## config.mk

```make
export PLATFORM = sky130hd
export DESIGN_NAME = scf_mac
export DESIGN_NICKNAME = d
export VERILOG_FILES = /design/src/rtl/scf_pkg.sv /design/src/rtl/scf_mac.sv
export SDC_FILE = /design/constraint.sdc
export NUM_CORES = 2
export LEC_CHECK = 0
export ABC_AREA = 1
export BUFFER_PORTS_ARGS = -buffer_cell sky130_fd_sc_hd__buf_2
export CORE_ASPECT_RATIO = 0.7
export CORE_MARGIN = 1.5
export CORE_UTILIZATION = 51
export CTS_CLUSTER_DIAMETER = 60
export DETAILED_ROUTE_END_ITERATION = 10
export GPL_TIMING_DRIVEN = 0
export MAX_ROUTING_LAYER = met4
export PLACE_DENSITY = 0.7
export SLEW_MARGIN = 15
export SYNTH_ARGS = -nofsm -noshare
export SYNTH_HDL_FRONTEND = slang
export SYNTH_SLANG_ARGS = --single-unit
```

## constraint.sdc

```tcl
create_clock -name clk -period 7.5 [get_ports clk]
set_clock_uncertainty 0.15 [all_clocks]
set_input_delay 1.5 -clock clk [delete_from_list [all_inputs] [get_ports clk]]
set_output_delay 1.5 -clock clk [all_outputs]
set_load 0.01 [all_outputs]
```

## src/rtl/scf_pkg.sv

```systemverilog
// ----------------------------------------------------------------------------
// scf_pkg: shared types and constants of the stereo cabinet filter block
// Widths of the sample, tap and coefficient fields, the MAC operand sizes,
// the sequencer states and the configuration register map.
// ----------------------------------------------------------------------------
`default_nettype none

package scf_pkg;

  // Impulse response length and the address widths that follow from it
  localparam int TAP_COUNT  = 512;
  localparam int TAP_ADDR_W = $clog2(TAP_COUNT);
  localparam int FILL_W     = $clog2(TAP_COUNT + 1);

  // Field widths
  localparam int SAMPLE_W   = 16;
  localparam int TAP_W      = 18;
  localparam int TAP_IDX_W  = 9;
  localparam int COEFF_W    = 16;
  localparam int MIX_W      = 17;
  localparam int STATE_W    = 24;
  localparam int DIFF_W     = STATE_W + 1;
  localparam int CFG_IDX_W  = 2;

  // Shared MAC operand and accumulator widths
  localparam int CONV_W     = SAMPLE_W + TAP_W + TAP_ADDR_W;
  localparam int A_W        = CONV_W;
  localparam int B_W        = MIX_W + 1;
  localparam int P_W        = A_W + B_W;
  localparam int ACC_W      = 64;
  localparam int MIX_SHIFT  = 15;

  // Saturation limits
  localparam int SAMPLE_MAX = 32767;
  localparam int SAMPLE_MIN = -32768;

  // Mix scale and bypass threshold
  localparam logic [MIX_W-1:0] MIX_FULL = MIX_W'(65536);
  localparam logic [MIX_W-1:0] MIX_MIN  = MIX_W'(66);

  // Register reset values
  localparam logic [COEFF_W-1:0] LOWCUT_RESET  = COEFF_W'(65280);
  localparam logic [COEFF_W-1:0] HIGHCUT_RESET = COEFF_W'(16384);
  localparam logic [MIX_W-1:0]   WET_RESET     = MIX_FULL;

  // Item operation codes
  typedef enum logic {
    OP_FRAME = 1'b0,
    OP_TAP   = 1'b1
  } op_t;

  // Configuration register map
  typedef enum logic [CFG_IDX_W-1:0] {
    REG_LOWCUT   = 2'd0,
    REG_HIGHCUT  = 2'd1,
    REG_WET_MIX  = 2'd2,
    REG_IR_VALID = 2'd3
  } cfg_reg_t;

  // Sequencer states
  typedef enum logic [2:0] {
    S_IDLE,
    S_FILT,
    S_CONV,
    S_DRAIN,
    S_MIX,
    S_OUT
  } seq_state_t;

  // Command to the shared MAC: load replaces the accumulator, shift scales by 2^15
  typedef struct packed {
    logic valid;
    logic load;
    logic shift;
  } mac_cmd_t;

endpackage

`default_nettype wire

```

## src/rtl/scf_mac.sv

```systemverilog
// ----------------------------------------------------------------------------
// scf_mac: shared two-lane multiply-accumulate unit
// Left and right lanes share the b operand. A registered product stage feeds
// a 64-bit accumulator that either loads or adds, optionally scaled by 2^15.
// ----------------------------------------------------------------------------
`default_nettype none

module scf_mac import scf_pkg::*; (
  input  wire logic                    clk,
  input  wire logic                    rst,
  input  wire mac_cmd_t                cmd,
  input  wire logic signed [A_W-1:0]   a_left,
  input  wire logic signed [A_W-1:0]   a_right,
  input  wire logic signed [B_W-1:0]   b,
  output logic signed [ACC_W-1:0]      acc_left,
  output logic signed [ACC_W-1:0]      acc_right
);

  mac_cmd_t                cmd_q;
  logic signed [P_W-1:0]   prod_left;
  logic signed [P_W-1:0]   prod_right;
  logic signed [ACC_W-1:0] add_left;
  logic signed [ACC_W-1:0] add_right;
  logic signed [ACC_W-1:0] base_left;
  logic signed [ACC_W-1:0] base_right;

  // Track the command alongside the product
  always_ff @(posedge clk) begin
    if (rst) begin
      cmd_q <= '0;
    end else begin
      cmd_q <= cmd;
    end
  end

  // Product stage
  always_ff @(posedge clk) begin
    if (cmd.valid) begin
      prod_left  <= a_left * b;
      prod_right <= a_right * b;
    end
  end

  // Scale and select the accumulator base
  always_comb begin
    add_left   = ACC_W'(prod_left);
    add_right  = ACC_W'(prod_right);
    if (cmd_q.shift) begin
      add_left  = add_left <<< MIX_SHIFT;
      add_right = add_right <<< MIX_SHIFT;
    end
    base_left  = cmd_q.load ? '0 : acc_left;
    base_right = cmd_q.load ? '0 : acc_right;
  end

  // Accumulate stage
  always_ff @(posedge clk) begin
    if (cmd_q.valid) begin
      acc_left  <= base_left + add_left;
      acc_right <= base_right + add_right;
    end
  end

endmodule

`default_nettype wire

```

==> results.json <==
{
  "row_count": 120,
  "synth_cell_types": 36,
  "area_growth_pct": 7.602,
  "clock-sinks": 253,
  "firstDrtPassIters": 9,
  "r2r_start": "cmd_q[0]$_SDFF_PP0_",
  "cts_buffers": 37,
  "drive_gt1_share_pct": 7.135,
  "cts_tree": "yes",
  "synth_top_area_share_pct": 37.29,
  "synth_top_cells_by_count": "nand2_1, inv_1, fa_1, nor2_1, ha_1",
  "clk_latency_ps": 620,
  "hpwl_um": 295000,
  "routed_wl_um": 343600,
  "drv_slew": 0,
  "arrival_ps": 7620,
  "reg2reg_to": "acc_right[55]$_DFFE_PP_",
  "rrSetupSlack_ps": 1710,
  "yosys_warnings": 0,
  "netlist_area_sq_mm": 0.07838,
  "crit_end": "prod_right[57]$_DFFE_PP_",
  "cts_root_buffer": "clkbuf_16",
  "synth_flop_cell": "edfxtp_1",
  "end_kind": "flip-flop",
  "clockBufferDepth": 3,
  "gp_congestion": 1.094,
  "register_area_sq_mm": 0.007571,
  "maxCapViolations": 0,
  "cp.depth": 20,
  "grt_overflow_total": 0,
  "port_buffers": 133,
  "hold_ws_ps": 492.8,
  "cp_top_family": "adder cells",
  "worstSetupStartpointType": "input pin",
  "slowest_delay_ps": 750,
  "hold_viol_final": 0,
  "worst_slew_pin_slew_ps": 1215,
  "grt.total_usage_pct": 45.62,
  "yosysMostFrequentCell": "nand2_1",
  "fmax_ghz": 0.1333,
  "synth_edf_count": 250,
  "antenna_found_initial": 31,
  "ant_nets": 0,
  "grt_pass1_wl_um": 490900,
  "ys_seq_area_share_pct": 9.655,
  "drt-wirelength-per-cell_um": 25.67,
  "syn_nets": 13130,
  "drtIter0Drc": 9677,
  "crit_buf_inv": 5,
  "die_area_sq_mm": 0.1561,
  "reg2reg_depth": 15,
  "period_share_pct": 100.0,
  "htree_num_levels": 2,
  "yosysTopAreaCell": "fa_1",
  "grt_pass1_vias": 70530,
  "synthTopCellsByArea": "fa_1, nand2_1, inv_1",
  "crit_top_cell": "fa_1",
  "grt_max_degree": 68,
  "final-setup-viol-count": 1,
  "cp_slowest_cell": "fa_2",
  "syn-instance-count": 11140,
  "violations": "setup timing",
  "min_period_ps": 7502,
  "rsz0062_at_grt": "yes",
  "synth.avg_cell_area_sq_um": 7.033,
  "die_h_um": 331.0,
  "drc_errors": 0,
  "finalNetCount": 13300,
  "via_per_inst": 5.460,
  "clk_pin_slew_worst_paths_ps": 70,
  "crit_path_max_fanout": 10,
  "start_util_pct": 51.33,
  "path_cells": "clkbuf_2 -> clkbuf_4 -> nand2_1 -> inv_1 -> fa_1 -> fa_2 -> fa_1 -> fa_1 -> inv_1 -> fa_1 -> inv_1 -> fa_1 -> ha_1 -> a21oi_2 -> o21a_1 -> o21ai_0 -> a21oi_1 -> nand3_1 -> nand2_1 -> nand2_1",
  "ios": 237,
  "ys_ff_latch": 253,
  "via_count": 73070,
  "multi_input_area_sq_mm": 0.05718,
  "die_w_um": 471.6,
  "worstHoldPathType": "reg2reg",
  "status": "finished, violations left",
  "critPathKind": "in2reg",
  "core_area_sq_mm": 0.1527,
  "slew_headroom_pct": 19.01,
  "required_ps": 7620,
  "async_reset_ff_share_pct": 0,
  "fillCellCount": 14940,
  "setup-tns-final_ps": -2.049,
  "crit_start": "b[7]",
  "fin_ws_ps": -2.049
}
==> worst min-delay path by stage <==
stage,from,end,depth (start not counted)
finish,cmd_q[2]$_SDFF_PP0_,acc_right[42]$_DFFE_PP_,0
CTS,cmd_q[2]$_SDFF_PP0_,acc_right[42]$_DFFE_PP_,0
global placement,acc_right[0]$_DFFE_PP_,acc_right[0]$_DFFE_PP_,3
global route,cmd_q[2]$_SDFF_PP0_,acc_right[42]$_DFFE_PP_,0
floorplan,prod_right[0]$_DFFE_PP_,acc_right[0]$_DFFE_PP_,3
detailed placement,cmd_q[2]$_SDFF_PP0_,acc_right[60]$_DFFE_PP_,0
==> layout by cell type, fill, tap and decap left out, types with 11 or more instances in the layout <==
cell / count
diode_2: 18
clkbuf_16: 40
o21bai_1: 48
nand2_1: 3632
inv_1: 3328
xnor2_1: 12
and3_1: 26
or2_2: 16
edfxtp_1: 250
buf_2: 181
nand4_1: 82
a21oi_1: 189
nor2_2: 85
nor3_1: 35
fa_2: 23
buf_4: 27
ha_1: 396
nand3_2: 19
a21oi_2: 12
nor2_1: 541
xor2_1: 118
clkbuf_4: 52
o21ai_0: 128
buf_6: 19
nor3_2: 12
clkbuf_2: 178
clkbuf_1: 44
ha_2: 11
nor4_1: 18
nand3_1: 228
nand2_2: 57
fa_1: 1437
==> per-layer routing <==
| layer | global-route usage [%] | wire [um] | vias up | share of wire [%] |
|---|---|---|---|---|
| met2 | 57.79 | 126500 | 4886 | 37 |
| met5 | - | 0 | - | 0 |
| met4 | 15.06 | 14700 | 0 | 4.3 |
| met3 | 17.90 | 55420 | 613 | 16 |
| met1 | 65.30 | 147000 | 35680 | 43 |
| li1 | - | - | 31890 | - |
==> cell families (layout without fill, tap and decap cells) <==
| kind of cell | Yosys count | in the layout | share of synthesized area, % |
|---|---|---|---|
| adders and majority gates | 1872 | 1872 | 43.87 |
| DFF | 253 | 253 | 9.655 |
| and+or+nand+nor | 4770 | 4770 | 24.45 |
| xor gates and xnor gates | 136 | 136 | 1.520 |
| AOI/OAI and AO/OA | 387 | 387 | 2.658 |
| buffers and inverters | 3726 | 3934 | 17.85 |
| other | 0 | 18 | 0 |
==> through the flow <==
step | instances | util, % | instance area [sq um] | setup slack, ps
final | 13380 | 55.23 | 84330 | -2.049
after detailed placement | 13290 | 53.51 | 81710 | -2530
after global placement | 13290 | 53.41 | 81560 | -2904
after floorplan | 11140 | - | 78380 | 369.2
after CTS | 13360 | 54.79 | 83660 | 0.6102
after global routing | 13380 | 55.23 | 84330 | -10.14
==> flip-flops by register name, indices dropped and copies added, names as in the netlist <==
signal and count:
acc_left 64, acc_right 64, cmd_q 3, prod_left 61, prod_right 61
==> layout make-up <==
type                    count  share of cell area, %
repair buffers            141                 0.9540
clock buffers              41                  1.141
clock inverters            27                 0.3561
well taps                2013                  2.987
multi-input cells        7165                  67.80
flip-flops and latches    253                  8.977
diodes                     18                0.05341
plain buffers             387                  2.874
inverters                3338                  14.86
==> what timing repair did <==
item                       in CTS  in global routing
hold buffers                    0                  0
gates resized for setup       386                406
buffers inserted                0                  4
setup endpoints to repair      96                 84
pin swaps                       0                  6
Power is left out: the tool's default activity adds up to more than one toggle a clock period on the data nets, which glitch-free logic cannot reach.
